$ cat src/rtl/svpm_pkg.sv
// Shared types and constants of the phase duty modulator.
package svpm_pkg;

    typedef logic signed [15:0] t_cmd;
    typedef logic signed [16:0] t_q15;
    typedef logic signed [17:0] t_volt;
    typedef logic [15:0]        t_u16;

    typedef enum logic [7:0] {
        REG_SUPPLY = 8'd0,
        REG_PERIOD = 8'd1
    } t_reg_idx;

    localparam t_u16 SUPPLY_RST = 16'd3072;
    localparam t_u16 PERIOD_RST = 16'd1000;

    localparam int SIN_STAGES  = 8;
    localparam int SQRT_STAGES = 10;
    localparam int MIX_STAGES  = 6;
    localparam int DUTY_STAGES = 9;

    // quarter-wave sine polynomial, Q28
    localparam logic [28:0] SIN_C1 = 29'd421657428;
    localparam logic [28:0] SIN_C3 = 29'd173399667;
    localparam logic [28:0] SIN_C5 = 29'd21392326;
    localparam logic [28:0] SIN_C7 = 29'd1256749;
    localparam logic [28:0] SIN_C9 = 29'd43068;

    localparam logic signed [17:0] SQRT3_Q16  = 18'sd113512;
    // ceil(2^21 / 3), exact floor(x / 3) for x < 2^21
    localparam logic [19:0]        DIV3_RECIP = 20'd699051;

endpackage

$ cat src/rtl/svpm_isqrt.sv
// Pipelined floor(sqrt(q^2 + d^2)), two result bits per stage.
module svpm_isqrt (
    input  logic                             i_clk,
    input  logic [svpm_pkg::SQRT_STAGES-1:0] i_en,
    input  svpm_pkg::t_cmd                   i_vq,
    input  svpm_pkg::t_cmd                   i_vd,
    output logic [15:0]                      o_mag
);
    import svpm_pkg::*;

    typedef struct packed {
        logic [31:0] n;
        logic [31:0] res;
    } t_sq;

    function automatic t_sq sq_step(t_sq x, int k);
        t_sq         y;
        logic [31:0] bval;
        logic [31:0] trial;
        bval  = 32'd1 << (30 - 2 * k);
        trial = x.res + bval;
        y     = x;
        if (x.n >= trial) begin
            y.n   = x.n - trial;
            y.res = (x.res >> 1) + bval;
        end else begin
            y.res = x.res >> 1;
        end
        return y;
    endfunction

    logic signed [31:0] sq_q, sq_d;
    logic [30:0]        r_sq_q, r_sq_d;
    t_sq                r_st [0:8];
    t_sq                n_st [1:8];

    always_comb begin
        sq_q = i_vq * i_vq;
        sq_d = i_vd * i_vd;
        for (int j = 0; j < 8; j++) begin
            n_st[j+1] = sq_step(sq_step(r_st[j], 2 * j), 2 * j + 1);
        end
    end

    always_ff @(posedge i_clk) begin
        if (i_en[0]) begin
            r_sq_q <= 31'(unsigned'(sq_q));
            r_sq_d <= 31'(unsigned'(sq_d));
        end
        if (i_en[1]) begin
            r_st[0].n   <= 32'(r_sq_q) + 32'(r_sq_d);
            r_st[0].res <= '0;
        end
        for (int j = 1; j <= 8; j++) begin
            if (i_en[j+1]) begin
                r_st[j] <= n_st[j];
            end
        end
    end

    assign o_mag = r_st[8].res[15:0];

endmodule

$ cat config.mk
export PLATFORM = sky130hd
export DESIGN_NAME = svpm_isqrt
export DESIGN_NICKNAME = d
export VERILOG_FILES = /design/src/rtl/svpm_pkg.sv /design/src/rtl/svpm_isqrt.sv
export SDC_FILE = /design/constraint.sdc
export NUM_CORES = 2
export LEC_CHECK = 0
export ABC_AREA = 1
export BUFFER_PORTS_ARGS = -buffer_cell sky130_fd_sc_hd__buf_2
export CELL_PAD_IN_SITES_DETAIL_PLACEMENT = 0
export CELL_PAD_IN_SITES_GLOBAL_PLACEMENT = 1
export CORE_ASPECT_RATIO = 1.25
export CORE_MARGIN = 2
export CORE_UTILIZATION = 45
export DETAILED_ROUTE_END_ITERATION = 10
export HOLD_SLACK_MARGIN = 0.08
export PLACE_DENSITY = 0.75
export RECOVER_POWER = 25
export SLEW_MARGIN = 20
export SYNTH_ARGS = -nofsm -noshare
export SYNTH_HDL_FRONTEND = slang
export SYNTH_SLANG_ARGS = --single-unit
export TNS_END_PERCENT = 5
$ cat constraint.sdc
create_clock -name i_clk -period 17.87 [get_ports i_clk]
set_clock_uncertainty 0.1 [all_clocks]
set_input_delay 3.574 -clock i_clk [delete_from_list [all_inputs] [get_ports i_clk]]
set_output_delay 3.574 -clock i_clk [all_outputs]
set_load 0.02 [all_outputs]
==> results.json <==
{
  "run_status": "finished clean",
  "crit_required_ns": 18.07,
  "drv_slew": 0,
  "timing.rr.start": "r_st[0][403]$_DFFE_PP_",
  "clk_path_buf_depth": 3,
  "synth-seq-cells": 388,
  "worstRegToRegCells": 19,
  "finalCritPeriodShare": 0.525,
  "wl_met1_mm": 45.1,
  "synth_top_area_frac": 0.259,
  "rsz0062_at_grt": "false",
  "antennaDiodeCount": 0,
  "yosysUniqueCellTypes": 62,
  "cpMaxStageDelayCell": "fa_1",
  "placed_cell_area_sq_um": 46300,
  "hold_class": "reg2reg",
  "syn_area_sq_um": 45000,
  "met2_length_mm": 60.7,
  "hold_buffers": 0,
  "h-tree-depth": 2,
  "path_max_fanout": 23,
  "postLayoutCoreUtil": 0.482,
  "start_util": 0.454,
  "cp-start-kind": "primary input",
  "crit_chain": "buf_2, nand2_1, fa_1, inv_1, fa_1, inv_1, fa_1, fa_1, inv_1, fa_1, inv_1, fa_1, inv_1, ha_1, a21oi_1, o21ai_0, a21oi_1, nand3_1, a221oi_1, xor2_1",
  "syn_to_final_growth_pct": 6.28,
  "synth_fa_ha_area_frac": 0.305,
  "dr_wl_met3_mm": 2.72,
  "critPathKind": "in2reg",
  "relSlewSlack": 0.291,
  "setup_violations": 0,
  "synth.area.mux_share": 0.000250,
  "async_reset_ff_frac": 0,
  "io_buffers": 58,
  "dieHeight_um": 357,
  "nFillCells": 9872,
  "cts_setup_buffers": 0,
  "synth_common_cells": "1,275 x nand2_1, 1,226 x inv_1, 461 x fa_1",
  "cts_resized": 0,
  "ant_nets": 0,
  "crit_top_cell": "fa_1",
  "final_area_sq_um": 47800,
  "fin_nets": 6364,
  "synth-compound-area-share": 0.0645,
  "row_count": 129,
  "cts_inserted_buffers": 44,
  "synthFlopType": "edfxtp_1",
  "final.setup.tns_ns": 0,
  "grt_use_total": 0.223,
  "holdWs_ns": 0.341,
  "period_needed_ns": 9.39,
  "rrSetupSlack_ns": 12.19,
  "die_width_um": 287,
  "via_per_inst": 5.00,
  "root_buffer": "clkbuf_16",
  "yosysMostFrequentCell": "nand2_1",
  "hold_viol_final": 0,
  "yosysWarnings": 0,
  "worst_pin_slew_ns": 1.06,
  "top_layer_used": "met5",
  "drc": 0,
  "antenna_found_initial": 1,
  "grt_pass1_wl_mm": 182,
  "drt_iter0_drc": 2063,
  "hold_path_depth": 0,
  "wl_mm": 112,
  "gp_congestion": 0.889,
  "timing.rr.end": "r_st[0][509]$_DFFE_PP_",
  "crit_family": "adder cells",
  "cts_tree": "built",
  "yosysSeqAreaShare": 0.259,
  "synth_edf_count": 388,
  "arrival_ns": 9.59,
  "critical_path_buf_inv_count": 6,
  "avgSynthCellArea_sq_um": 8.17,
  "min-delay-start": "r_st[0][236]$_DFFE_PP_",
  "die_area_sq_um": 103000,
  "grt_max_degree": 61,
  "fmax_mhz": 106,
  "min_to": "r_st[0][300]$_DFFE_PP_",
  "synth_nets": 6366,
  "max_stage_delay_ns": 0.82,
  "maxCapViolations": 0,
  "wl_per_cell_um": 16.4,
  "synth_xor_area_frac": 0.0468,
  "endpoint_kind": "register",
  "clock_sinks": 388,
  "grt_pass1_vias": 35230,
  "cts.clk_slew.worst_paths_ns": 0.06,
  "synth_top_family_by_area": "adder cells",
  "hpwl_mm": 94.0,
  "io_pins": 59,
  "clk_latency_ns": 0.58,
  "first_pass_iters": 6,
  "grt-ovfl-total": 0,
  "synth_area_leaders": "edfxtp_1 26%, fa_1 21%, nand2_1 11%, inv_1 10%, ha_1 10%",
  "synth-simple-area-share": 0.208,
  "yosysTopAreaCell": "edfxtp_1",
  "synthCells": 5504,
  "drive_gt1_frac": 0.0455,
  "vias": 34223,
  "core_sq_um": 99100
}
## cell type report
class	instances	area (sq um)	share of cell area
well taps	1310	1640	0.0343
flip-flops and latches	388	11700	0.244
inverters	1244	4670	0.0977
repair buffers	60	305	0.00639
clock inverters	31	350	0.00733
multi-input cells	3764	28000	0.586
clock buffers	51	1150	0.0240
## layer usage
metal / vias to the layer above / track usage
met5: - / 0
met4: 2 / 0.0727
met3: 172 / 0.0154
met2: 523 / 0.431
met1: 16335 / 0.261
li1: 17191 / -
## worst max-delay path by stage
stage,start,to,slack [ns],cells past startpoint
5_1_grt,i_vq[15],r_sq_q[30]$_DFFE_PP_,7.89,20
4_1_cts,i_vq[15],r_sq_q[30]$_DFFE_PP_,8.49,20
3_5_place_dp,i_vq[15],r_sq_q[30]$_DFFE_PP_,7.91,20
6_report,i_vq[15],r_sq_q[30]$_DFFE_PP_,8.48,20
3_3_place_gp,i_vq[15],r_sq_q[30]$_DFFE_PP_,7.93,20
2_1_floorplan,i_vq[4],r_sq_q[30]$_DFFE_PP_,8.26,21
## flip-flops by register name, summed over array words and instances, names as in the netlist
| signal | cells |
|---|---|
| r_sq_d | 30 |
| r_sq_q | 30 |
| r_st | 328 |
## logic make-up (layout without fill, tap and decap cells)
logic type	Yosys count	in the layout
AND/OR/NAND/NOR	2195	2195
multiplexers	1	1
XOR/XNOR	238	238
adder cells (fa/ha/maj)	819	819
flip-flops	388	388
AO/OA/AOI/OAI	511	511
buffers and inverters	1352	1386
## metrics by stage
step	instances	setup WS (ns)
2_1_floorplan	5504	8.26
3_5_place_dp	6766	7.91
5_1_grt	6848	7.89
3_3_place_gp	6766	7.93
6_report	6848	8.48
4_1_cts	6848	8.49
## cells in the final DEF (no fill, tap or decap), drive strengths merged, types with 5 or more instances in the layout
master / instances
clkbuf: 51
or2: 7
inv: 1249
a21oi: 242
clkinv: 19
edfxtp: 388
o21ai: 176
a31o: 7
nand3: 282
a31oi: 8
and2: 5
nor4: 21
nor3: 57
nand2: 1307
nor2: 414
o21bai: 21
bufinv: 5
ha: 358
o21a: 11
a21o: 17
fa: 461
a211oi: 5
nand3b: 15
xnor2: 93
xor2: 145
buf: 60
nand4: 79
o211ai: 7
Power is not shown: default switching activity piles up to over one toggle a cycle in this logic, so the estimate is an artifact.
