--- src/rtl/svpm_pkg.sv ---
// Shared types and constants of the phase duty modulator.
package svpm_pkg;

    typedef logic signed [15:0] t_cmd;
    typedef logic signed [16:0] t_q15;
    typedef logic signed [17:0] t_volt;
    typedef logic [15:0]        t_u16;

    typedef enum logic [7:0] {
        REG_SUPPLY = 8'd0,
        REG_PERIOD = 8'd1
    } t_reg_idx;

    localparam t_u16 SUPPLY_RST = 16'd3072;
    localparam t_u16 PERIOD_RST = 16'd1000;

    localparam int SIN_STAGES  = 8;
    localparam int SQRT_STAGES = 10;
    localparam int MIX_STAGES  = 6;
    localparam int DUTY_STAGES = 9;

    // quarter-wave sine polynomial, Q28
    localparam logic [28:0] SIN_C1 = 29'd421657428;
    localparam logic [28:0] SIN_C3 = 29'd173399667;
    localparam logic [28:0] SIN_C5 = 29'd21392326;
    localparam logic [28:0] SIN_C7 = 29'd1256749;
    localparam logic [28:0] SIN_C9 = 29'd43068;

    localparam logic signed [17:0] SQRT3_Q16  = 18'sd113512;
    // ceil(2^21 / 3), exact floor(x / 3) for x < 2^21
    localparam logic [19:0]        DIV3_RECIP = 20'd699051;

endpackage

--- src/rtl/svpm_sine.sv ---
// Pipelined Q15 sine of a 32-bit turn fraction (quarter-wave polynomial).
module svpm_sine (
    input  logic                      i_clk,
    input  logic [svpm_pkg::SIN_STAGES-1:0] i_en,
    input  logic [31:0]               i_turn,
    output svpm_pkg::t_q15            o_sine
);
    import svpm_pkg::*;

    logic [16:0] r_fd   [1:6];
    logic        r_negd [1:7];
    logic [16:0] r_x2d  [2:5];
    logic [28:0] r_p    [3:6];
    logic [29:0] r_s;
    t_q15        r_out;

    logic [16:0] f_in;
    logic [33:0] sq;
    logic [45:0] m3, m4, m5, m6, m7;
    logic [30:0] rsum;
    logic [17:0] rr;

    always_comb begin
        f_in = i_turn[30] ? (17'd65536 - {1'b0, i_turn[29:14]}) : {1'b0, i_turn[29:14]};
        sq   = 34'(r_fd[1]) * 34'(r_fd[1]);
        m3   = 46'(SIN_C9) * 46'(r_x2d[2]);
        m4   = 46'(r_p[3]) * 46'(r_x2d[3]);
        m5   = 46'(r_p[4]) * 46'(r_x2d[4]);
        m6   = 46'(r_p[5]) * 46'(r_x2d[5]);
        m7   = 46'(r_p[6]) * 46'(r_fd[6]);
        rsum = 31'(r_s) + 31'd4096;
        rr   = 18'(rsum >> 13);
        if (rr > 18'd32768) begin
            rr = 18'd32768;
        end
    end

    always_ff @(posedge i_clk) begin
        if (i_en[0]) begin
            r_fd[1]   <= f_in;
            r_negd[1] <= i_turn[31];
        end
        for (int k = 2; k <= 6; k++) begin
            if (i_en[k-1]) begin
                r_fd[k] <= r_fd[k-1];
            end
        end
        for (int k = 2; k <= 7; k++) begin
            if (i_en[k-1]) begin
                r_negd[k] <= r_negd[k-1];
            end
        end
        if (i_en[1]) begin
            r_x2d[2] <= sq[32:16];
        end
        for (int k = 3; k <= 5; k++) begin
            if (i_en[k-1]) begin
                r_x2d[k] <= r_x2d[k-1];
            end
        end
        if (i_en[2]) begin
            r_p[3] <= SIN_C7 - 29'(m3 >> 16);
        end
        if (i_en[3]) begin
            r_p[4] <= SIN_C5 - 29'(m4 >> 16);
        end
        if (i_en[4]) begin
            r_p[5] <= SIN_C3 - 29'(m5 >> 16);
        end
        if (i_en[5]) begin
            r_p[6] <= SIN_C1 - 29'(m6 >> 16);
        end
        if (i_en[6]) begin
            r_s <= 30'(m7 >> 16);
        end
        if (i_en[7]) begin
            r_out <= r_negd[7] ? -$signed({1'b0, rr[15:0]}) - $signed(17'(rr[16]) <<< 16)
                               : $signed(17'(rr));
        end
    end

    assign o_sine = r_out;

endmodule

--- config.mk ---
export PLATFORM = sky130hd
export DESIGN_NAME = svpm_sine
export DESIGN_NICKNAME = d
export VERILOG_FILES = /design/src/rtl/svpm_pkg.sv /design/src/rtl/svpm_sine.sv
export SDC_FILE = /design/constraint.sdc
export NUM_CORES = 2
export LEC_CHECK = 0
export ABC_CLOCK_PERIOD_IN_PS = 17000
export BUFFER_PORTS_ARGS = -buffer_cell sky130_fd_sc_hd__buf_2
export CAP_MARGIN = 20
export CORE_AREA = 2 2 453 455
export CTS_BUF_LIST = sky130_fd_sc_hd__clkbuf_16
export CTS_CLUSTER_DIAMETER = 80
export DETAILED_ROUTE_END_ITERATION = 10
export DIE_AREA = 0 0 455 457
export PLACE_DENSITY = 0.54
export SYNTH_ARGS = -nofsm -noshare
export SYNTH_HDL_FRONTEND = slang
export SYNTH_SLANG_ARGS = --single-unit
--- constraint.sdc ---
create_clock -name i_clk -period 17 [get_ports i_clk]
set_input_delay 0 -clock i_clk [delete_from_list [all_inputs] [get_ports i_clk]]
set_output_delay 0 -clock i_clk [all_outputs]
set_load 0.005 [all_outputs]
==> flow_summary.toml <==
[sta]
clock_skew_ps = 43.4
tightest_slew_ps = 1250
period_needed_ps = 8730
totalNegativeSetupSlack_ps = 0
setup_viol = 0
fmax_ghz = 0.114
drv_slew = 0
fin_crit_sh = 0.514
hold_violations = 0
rsz0062_at_grt = "false"
relSlewSlack = 0.168

[worst_setup_path]
critical_path_required_ps = 17380
slowest_delay_ps = 1080
r2r_setup_slack_ps = 8270
end_kind = "register"
cp_slowest_cell = "edfxtp_1"
worstSetupPathType = "register to register"
crit_arrival_ps = 9110
crit_top_cell = "fa_1"
critPathMaxFanout = 26
cp-start-kind = "register"

[global_route]
grt_usage = 0.187
grt_pass1_vias = 60056
grt_pass1_wl_um = 315000
grt_max_degree = 65
antenna_found_initial = 3
overflow = 0

[placed_design]
place_congestion = 0.852
portBuffers = 43
dp_hpwl_um = 146000

[clocking]
clk_latency_ps = 620
clkSinkCount = 313
numCtsBuffers = 41
clk_pin_slew_ps = 60
clockBufferDepth = 3
cts_tree = "done"
cts_resized = 0
ctsRootBufferMaster = "clkbuf_16"
htreeDepth = 2

[logic_synthesis]
ys_ff_latch = 313
synth_flop_cell = "edfxtp_1"
synth_cells = 8495
synthArstFlopShare = 0
syn_avg_cell_area_um2 = 9.27
synth_nets = 10918
synth_area_mm2 = 0.0788
yosys_warnings = 0
yosys.cell_types.count = 97
synth_seq_area_share = 0.119
synth_edf_count = 313

[floorplanning]
core_mm2 = 0.203
rows = 166
die-width_um = 455
io_pins = 58
dieArea_mm2 = 0.208
initial_utilization = 0.387
die_h_um = 457

[finish]
layout_commonest_cell = "inv_1"
fin_nets = 10730
layout-drive-gt1-share = 0.0289
antenna_cells = 0
area_growth_pct = 5.66
mostFrequentLayoutCells = "inv_1, fa_1, nand2_1"

[run_status]
outcome = "complete, no violations"

[route]
drc_errors = 0
viasPerCell = 4.93
ant_nets = 0
drt_iter0_markers = 2651
detail_route.wl_per_cell_um = 17.0
drt-total-wl_um = 187000
vias = 54355
drtPass1Iterations = 5

[min_path]
hold_class = "input pin to register"

[run]
cap_viol_max_count = 0
## flip-flops by register name, summed over array words and instances, names as in the netlist
register / count
r_s: 18
r_p: 101
o_sine: 17
r_x2d: 68
r_negd: 7
r_fd: 102
## worst paths after layout
| path | startpoint | endpoint | cells past startpoint |
|---|---|---|---|
| worst max register to register | r_x2d[2][2] | r_p[0][169] | 26 |
| worst min register to register | r_fd[0][101] | r_fd[0][118] | 0 |
| worst min-delay path | i_en[1] | r_x2d[1][8] | 1 |
| worst max-delay path | r_x2d[2][2] | r_p[0][169] | 26 |
## worst max-delay path: cells and delay by family (launching register included)
family / cells / cell delay, ps
buffers and inverters: 5 / 270
DFF: 1 / 1080
AOI/OAI and AO/OA: 10 / 2730
and+or+nand+nor: 3 / 530
adders and majority gates: 7 / 3490
xor gates and xnor gates: 1 / 400
## timing repair
action | CTS | global route
setup buffers | 0 | 0
hold endpoints to repair | 72 | 47
hold buffers | 33 | 1
## cells in the mapped netlist, types with 6 or more instances
library cell	count	area, um2
buf_2	8	40.0
a21o_1	59	443
nand2_1	1415	5310
inv_1	2125	7980
o211ai_1	17	128
a31o_2	10	87.6
mux2_2	7	78.8
o31a_1	8	70.1
nand2b_1	35	219
o22ai_1	6	37.5
a211o_1	9	78.8
clkbuf_1	355	1330
a21oi_1	148	741
o21bai_1	28	210
a211oi_1	22	165
nand3b_1	11	82.6
nor3_1	50	250
mux2i_1	10	100
o41ai_1	7	61.3
fa_1	1645	32900
edfxtp_1	313	9400
a21boi_0	11	82.6
o31ai_1	18	135
xor2_1	90	788
and2_1	565	3530
o21ai_0	96	480
and4_1	14	123
or4_1	6	45.0
nor4b_1	8	70.1
o21ai_1	8	40.0
o21a_1	23	173
xnor2_1	157	1380
nor2b_1	19	119
ha_1	737	9220
nor2_1	149	559
nand4_1	38	238
or2_2	15	93.8
nor4_1	10	62.6
or3_1	14	87.6
and3_1	26	163
a31oi_1	29	181
nand3_1	47	235
buf_1	11	41.3
## metrics by stage
step / hold slack, ps / instance area, um2 / setup WS (ps) / instances / util
3_3_place_gp: 180 / 81300 / 8390 / 10910 / 0.400
4_1_cts: 32.5 / 83000 / 8300 / 11019 / 0.408
5_1_grt: 70.5 / 83200 / 7690 / 11027 / 0.409
3_5_place_dp: 186 / 81400 / 8280 / 10911 / 0.400
6_report: 66.7 / 83200 / 8270 / 11027 / 0.409
2_1_floorplan: 98.9 / 78800 / 9520 / 8495 / -
## layer usage
layer	wire length [um]	vias to the layer above	track usage
met5	10	-	0
met2	92600	1188	0.325
met4	3740	2	0.0401
met3	8200	272	0.0182
li1	-	24983	-
met1	82900	27910	0.253
## area by class of cell
| type | instances | area, um2 |
|---|---|---|
| Inverter | 2125 | 7980 |
| Timing Repair Buffer | 151 | 1250 |
| Clock buffer | 43 | 1080 |
| Tap cell | 2688 | 3360 |
| Sequential cell | 313 | 9400 |
| Clock inverter | 32 | 251 |
| Multi-Input combinational cell | 5675 | 59900 |
| Fill cell | 20154 | 120000 |
## logic make-up after synthesis
group	count (synthesis)	share of synthesized area
XOR/XNOR	248	0.0277
AND/OR/NAND/NOR	2440	0.144
flip-flops	313	0.119
AO/OA/AOI/OAI	587	0.0510
adder cells (fa/ha/maj)	2382	0.535
multiplexers	18	0.00246
buffers and inverters	2507	0.120
Power is left out: the tool's default activity adds up to more than one toggle a clock period on the data nets, which glitch-free logic cannot reach.
