===== config.mk =====
export PLATFORM = sky130hd
export DESIGN_NAME = svpm_duty
export DESIGN_NICKNAME = d
export VERILOG_FILES = /design/src/rtl/svpm_pkg.sv /design/src/rtl/svpm_duty.sv
export SDC_FILE = /design/constraint.sdc
export NUM_CORES = 2
export LEC_CHECK = 0
export BUFFER_PORTS_ARGS = -buffer_cell sky130_fd_sc_hd__clkbuf_2
export CORE_ASPECT_RATIO = 0.75
export CORE_MARGIN = 5
export CORE_UTILIZATION = 40
export DETAILED_ROUTE_END_ITERATION = 10
export SYNTH_ARGS = -nofsm -noshare
export SYNTH_HDL_FRONTEND = slang
export SYNTH_SLANG_ARGS = --single-unit

===== constraint.sdc =====
create_clock -name i_clk -period 8 [get_ports i_clk]
set_input_delay 0.8 -clock i_clk [delete_from_list [all_inputs] [get_ports i_clk]]
set_output_delay 0.8 -clock i_clk [all_outputs]
set_load 0.05 [all_outputs]

===== src/rtl/svpm_pkg.sv =====
// Shared types and constants of the phase duty modulator.
package svpm_pkg;

    typedef logic signed [15:0] t_cmd;
    typedef logic signed [16:0] t_q15;
    typedef logic signed [17:0] t_volt;
    typedef logic [15:0]        t_u16;

    typedef enum logic [7:0] {
        REG_SUPPLY = 8'd0,
        REG_PERIOD = 8'd1
    } t_reg_idx;

    localparam t_u16 SUPPLY_RST = 16'd3072;
    localparam t_u16 PERIOD_RST = 16'd1000;

    localparam int SIN_STAGES  = 8;
    localparam int SQRT_STAGES = 10;
    localparam int MIX_STAGES  = 6;
    localparam int DUTY_STAGES = 9;

    // quarter-wave sine polynomial, Q28
    localparam logic [28:0] SIN_C1 = 29'd421657428;
    localparam logic [28:0] SIN_C3 = 29'd173399667;
    localparam logic [28:0] SIN_C5 = 29'd21392326;
    localparam logic [28:0] SIN_C7 = 29'd1256749;
    localparam logic [28:0] SIN_C9 = 29'd43068;

    localparam logic signed [17:0] SQRT3_Q16  = 18'sd113512;
    // ceil(2^21 / 3), exact floor(x / 3) for x < 2^21
    localparam logic [19:0]        DIV3_RECIP = 20'd699051;

endpackage


===== src/rtl/svpm_duty.sv =====
// Pipelined compare count: floor(period * v / supply), saturated to 0..period.
module svpm_duty (
    input  logic                             i_clk,
    input  logic [svpm_pkg::DUTY_STAGES-1:0] i_en,
    input  svpm_pkg::t_volt                  i_v,
    input  svpm_pkg::t_u16                   i_supply,
    input  svpm_pkg::t_u16                   i_period,
    output svpm_pkg::t_u16                   o_duty
);
    import svpm_pkg::*;

    logic [15:0] r_rem  [0:8];
    logic [15:0] r_low  [0:8];
    logic        r_zero [0:8];
    logic        r_full [0:8];
    logic [15:0] n_rem  [1:8];
    logic [15:0] n_low  [1:8];

    logic        zero, full;
    logic [31:0] prod;
    logic [16:0] t;
    logic [15:0] rem, low;

    always_comb begin
        zero = i_v[17] || (i_v == '0);
        full = !zero && (i_v[16:0] >= 17'(i_supply));
        prod = 32'(i_period) * 32'(i_v[15:0]);
        for (int j = 0; j < 8; j++) begin
            rem = r_rem[j];
            low = r_low[j];
            for (int b = 0; b < 2; b++) begin
                t = {rem, low[15]};
                if (t >= 17'(i_supply)) begin
                    rem = 16'(t - 17'(i_supply));
                    low = {low[14:0], 1'b1};
                end else begin
                    rem = t[15:0];
                    low = {low[14:0], 1'b0};
                end
            end
            n_rem[j+1] = rem;
            n_low[j+1] = low;
        end
    end

    always_ff @(posedge i_clk) begin
        if (i_en[0]) begin
            r_rem[0]  <= prod[31:16];
            r_low[0]  <= prod[15:0];
            r_zero[0] <= zero;
            r_full[0] <= full;
        end
        for (int j = 1; j <= 8; j++) begin
            if (i_en[j]) begin
                r_rem[j]  <= n_rem[j];
                r_low[j]  <= n_low[j];
                r_zero[j] <= r_zero[j-1];
                r_full[j] <= r_full[j-1];
            end
        end
    end

    assign o_duty = r_zero[8] ? '0 : (r_full[8] ? i_period : r_low[8]);

endmodule


==> results.md <==
Min path:
- The class of the most critical hold timing path is register to register.
- The start point of the worst min-delay path is r_low[0][103]$_DFFE_PP_.
- The number of instances on the worst hold path is 0.
- For hold timing, the worst endpoint is r_low[0][121]$_DFFE_PP_.

Placement:
- The number of buffers inserted by port buffering is 75.
- Routability-driven placement finished with a final weighted congestion of 0.872.
- Detailed placement ended at an HPWL of roughly 66 mm.

Timing:
- For the final routed database, the setup TNS stands at 0 ps.
- At the pin with the least slew margin, the transition time is 1060 ps.
- The worst slew margin relative to its limit is 29.6%.
- The number of failing setup endpoints in the final timing report is 0.
- The final hold violation count came to 0.
- The max-slew violation count is 0.
- Static timing analysis puts the maximum clock frequency at 146 MHz.
- Setup repair after global routing left no endpoint under its margin.
- After layout, the worst path uses 85.4% of the clock period.
- The post-layout minimum cycle time is 6830 ps.
- The worst clock skew is 12.9 ps.

Synth:
- The main combinational cell family by area after synthesis is adder cells.
- Summing the areas of all xor and xnor instances in the mapped netlist gives 5.40% of the synthesized area.
- The sequential cell area fraction in the yosys report is between 20 and 30%.
- The total nets after synthesis is 3889.
- For this run, the leading register cell type out of synthesis is edfxtp_1.
- The total of warnings raised by yosys is 0.
- After synthesis, the share of cell area in mux cells is 5.98%.
- Summing the areas of all fa, ha and maj instances in the mapped netlist gives 28.5% of the synthesized area.
- Synthesis inferred 290 register bits.
- Counting flops with an async set or reset pin after synthesis yields a share of 0%.
- The post-synthesis compound-gate area fraction is 14.2%.
- Counting every instance in the synthesized netlist gives ~3200.
- The mapped netlist covers 31800 um2.
- Counting flops with a built-in enable in the synthesized netlist gives 290.
- The mean instance size in the synthesized netlist is 9.84 um2.
- Summing the areas of all and, or, nand and nor instances in the mapped netlist gives 13.5% of the synthesized area.
- The number of distinct library cells after synthesis is 91.

Clock network:
- The number of sinks driven by the clock tree is 290.
- The number of buffers added for setup after CTS is 0.
- In this run the number of H-tree levels came out at 2.
- Post-CTS repair changed the size of 0 cells.
- The number of buffers added by the clock tree synthesis step is 34.
- In this run the deepest clock path goes through 3 buffers.
- After clock tree synthesis, the clock-pin slew on the worst setup and hold paths is approximately 60 ps.
- The post-cts hold buffer count is 0.
- TritonCTS built the clock tree.
- CTS placed an instance of clkbuf_16 at the clock tree root.
- Clock latency on the worst-skew pair, taken at its later pin, is 540 ps.

Global routing:
- The number of antenna violations at the first check in global routing is 1.
- The maximum number of pins on one net before global-route repair is 35.
- Across every metal layer, demand over resource in global routing totals 19.2%.
- The first global-routing pass estimated 131 mm of wire.
- For this run the aggregate overflow at the end of global routing stands at 0.
- The via count of the first global-routing pass is between 20000 and 25000.

Critical path:
- By startpoint and endpoint, the worst setup path is classified as primary input to register.
- At the worst endpoint, the required time is 8280 ps.
- STA classifies the critical path endpoint as a register.
- The worst setup path is launched from a primary input.
- The beginning of the worst register-to-register path is r_rem[0][96]$_DFFE_PP_.
- The largest driver fanout on the critical path is 18.
- In this run the register-to-register setup slack is 1940 ps.
- Measured in cells, the most critical reg-to-reg path has a length of 18.
- STA puts the critical path data arrival time at 7110 ps.
- The capture point of the worst reg-to-reg path is r_rem[0][123]$_DFFE_PP_.

Die:
- For this configuration, the core starts out at a cell density of around 40%.
- The die boundary width is about 340 um.
- The area of the core is 78700 um2.
- The floorplan die height is 254 um.
- 76 I/O pins were placed.
- The floorplan has 89 rows.
- The overall die area is 85300 um2.

Routing:
- The detail-routed net length per standard cell is 18.8 um.
- The pre-antenna-repair detailed-routing pass consisted of 5 iterations.
- In the routed layout, each cell is associated on average with a via count of 5.46.
- The first routing iteration left 1742 violations.
- In this run the remaining antenna-violating nets after routing total 0.
- The DRC violation count after routing is 0.
- The final route contains about 24000 vias.
- The final wirelength is a little over 80 mm.

Run status:
- The run finished with clean final reports.

Flow run:
- The tool flagged a number of max-cap violations equal to 0.

Cells and area:
- Of the cells placed in the final design, the portion with a size suffix greater than 1 is 10.4%.
- The net count of the finished layout is 3980.
- The synthesis-to-finish area growth is 9.21%.
- The number of antenna cells inserted is 0.
==> cell type report <==
class,instances,area (um2)
Fill cell,7479,44000
Clock buffer,40,895
Clock inverter,20,288
Inverter,337,1260
Tap cell,1046,1310
Sequential cell,290,8710
Timing Repair Buffer,127,766
Multi-Input combinational cell,2532,21500
==> cells by family (layout without fill, tap and decap cells) <==
family                     Yosys count  in the layout
AOI/OAI and AO/OA                  680            680
DFF                                290            290
muxes                              168            168
buffers and inverters              409            524
xor gates and xnor gates           196            196
adders and majority gates          598            598
and+or+nand+nor                    890            890
==> state kept, by name, summed over array words and instances, names as in the netlist <==
name and flops:
r_rem 128, r_zero 9, r_full 9, r_low 144
==> stage by stage <==
step / utilization [%] / worst slack [ps] / instance area [um2] / instances / hold slack [ps]
after floorplan: - / 1210 / 31800 / 3231 / 400
after global placement: 42.6 / 771 / 33500 / 4332 / 400
after detailed placement: 42.6 / 701 / 33500 / 4332 / 405
after CTS: 44.1 / 1290 / 34700 / 4392 / 407
after global routing: 44.1 / 912 / 34700 / 4392 / 417
final: 44.1 / 1170 / 34700 / 4392 / 413
==> worst max-delay path by stage <==
stage | start | to | depth (start not counted)
floorplan | i_v[9] | r_rem[0][15]$_DFFE_PP_ | 24
global placement | i_v[9] | r_rem[0][15]$_DFFE_PP_ | 23
detailed placement | i_v[9] | r_rem[0][15]$_DFFE_PP_ | 23
CTS | i_v[9] | r_rem[0][15]$_DFFE_PP_ | 23
global route | i_v[9] | r_rem[0][15]$_DFFE_PP_ | 23
finish | i_v[9] | r_rem[0][15]$_DFFE_PP_ | 23
==> Yosys cell counts (all sizes together), types with 11 or more instances <==
| library cell | n | area, um2 |
|---|---|---|
| a211oi | 34 | 255 |
| a21o | 74 | 556 |
| a21oi | 177 | 901 |
| a31oi | 23 | 144 |
| and2 | 126 | 788 |
| and3 | 15 | 93.8 |
| buf | 18 | 141 |
| clkbuf | 54 | 203 |
| edfxtp | 290 | 8710 |
| fa | 209 | 4180 |
| ha | 389 | 4870 |
| inv | 337 | 1260 |
| mux2 | 134 | 1560 |
| mux2i | 34 | 340 |
| nand2 | 284 | 1080 |
| nand2b | 36 | 225 |
| nand3 | 40 | 200 |
| nand4 | 44 | 275 |
| nor2 | 202 | 758 |
| nor2b | 36 | 225 |
| nor3 | 54 | 270 |
| nor4 | 11 | 68.8 |
| o211ai | 14 | 110 |
| o21a | 57 | 428 |
| o21ai | 159 | 807 |
| o21bai | 22 | 169 |
| o31ai | 20 | 155 |
| o41ai | 12 | 146 |
| or3 | 12 | 75.1 |
| xnor2 | 136 | 1190 |
| xor2 | 60 | 526 |
==> routing by layer <==
layer	vias to the layer above	routed length [um]	track usage (%)
met4	0	1220	3.22
met3	66	4250	2.49
li1	11644	-	-
met5	-	0	0
met2	586	36800	30.5
met1	11702	40300	28.7
==> placed cells by master, fill, tap and decap left out, types with 15 or more instances in the layout <==
master	instances
mux2i_1	34
o21bai_1	21
nand2b_1	36
and3_1	15
nand3_1	40
a21oi_1	172
edfxtp_1	290
a21o_1	74
xor2_1	60
inv_1	334
xnor2_1	136
nand4_1	44
o21a_1	57
clkbuf_2	75
nor2_1	202
buf_4	52
ha_1	389
clkbuf_16	35
a211oi_1	33
a31oi_1	23
nor3_1	54
and2_1	126
nor2b_1	36
o21ai_0	155
mux2_2	111
fa_1	209
o31ai_1	19
nand2_1	282
==> worst max-delay path, cell delays in order <==
cell	delay, ps
clkbuf_2	370
nand2_1	150
fa_1	560
inv_1	50
fa_1	510
inv_1	50
fa_1	470
inv_1	60
fa_1	500
fa_1	550
inv_1	60
fa_1	520
inv_1	40
ha_1	360
nand2_1	70
o21ai_0	250
nor3_1	80
a21oi_1	470
a41oi_1	290
a2111oi_0	560
o21a_1	180
nor2_1	50
xnor2_1	120
Power is not shown: default switching activity piles up to over one toggle a cycle in this logic, so the estimate is an artifact.
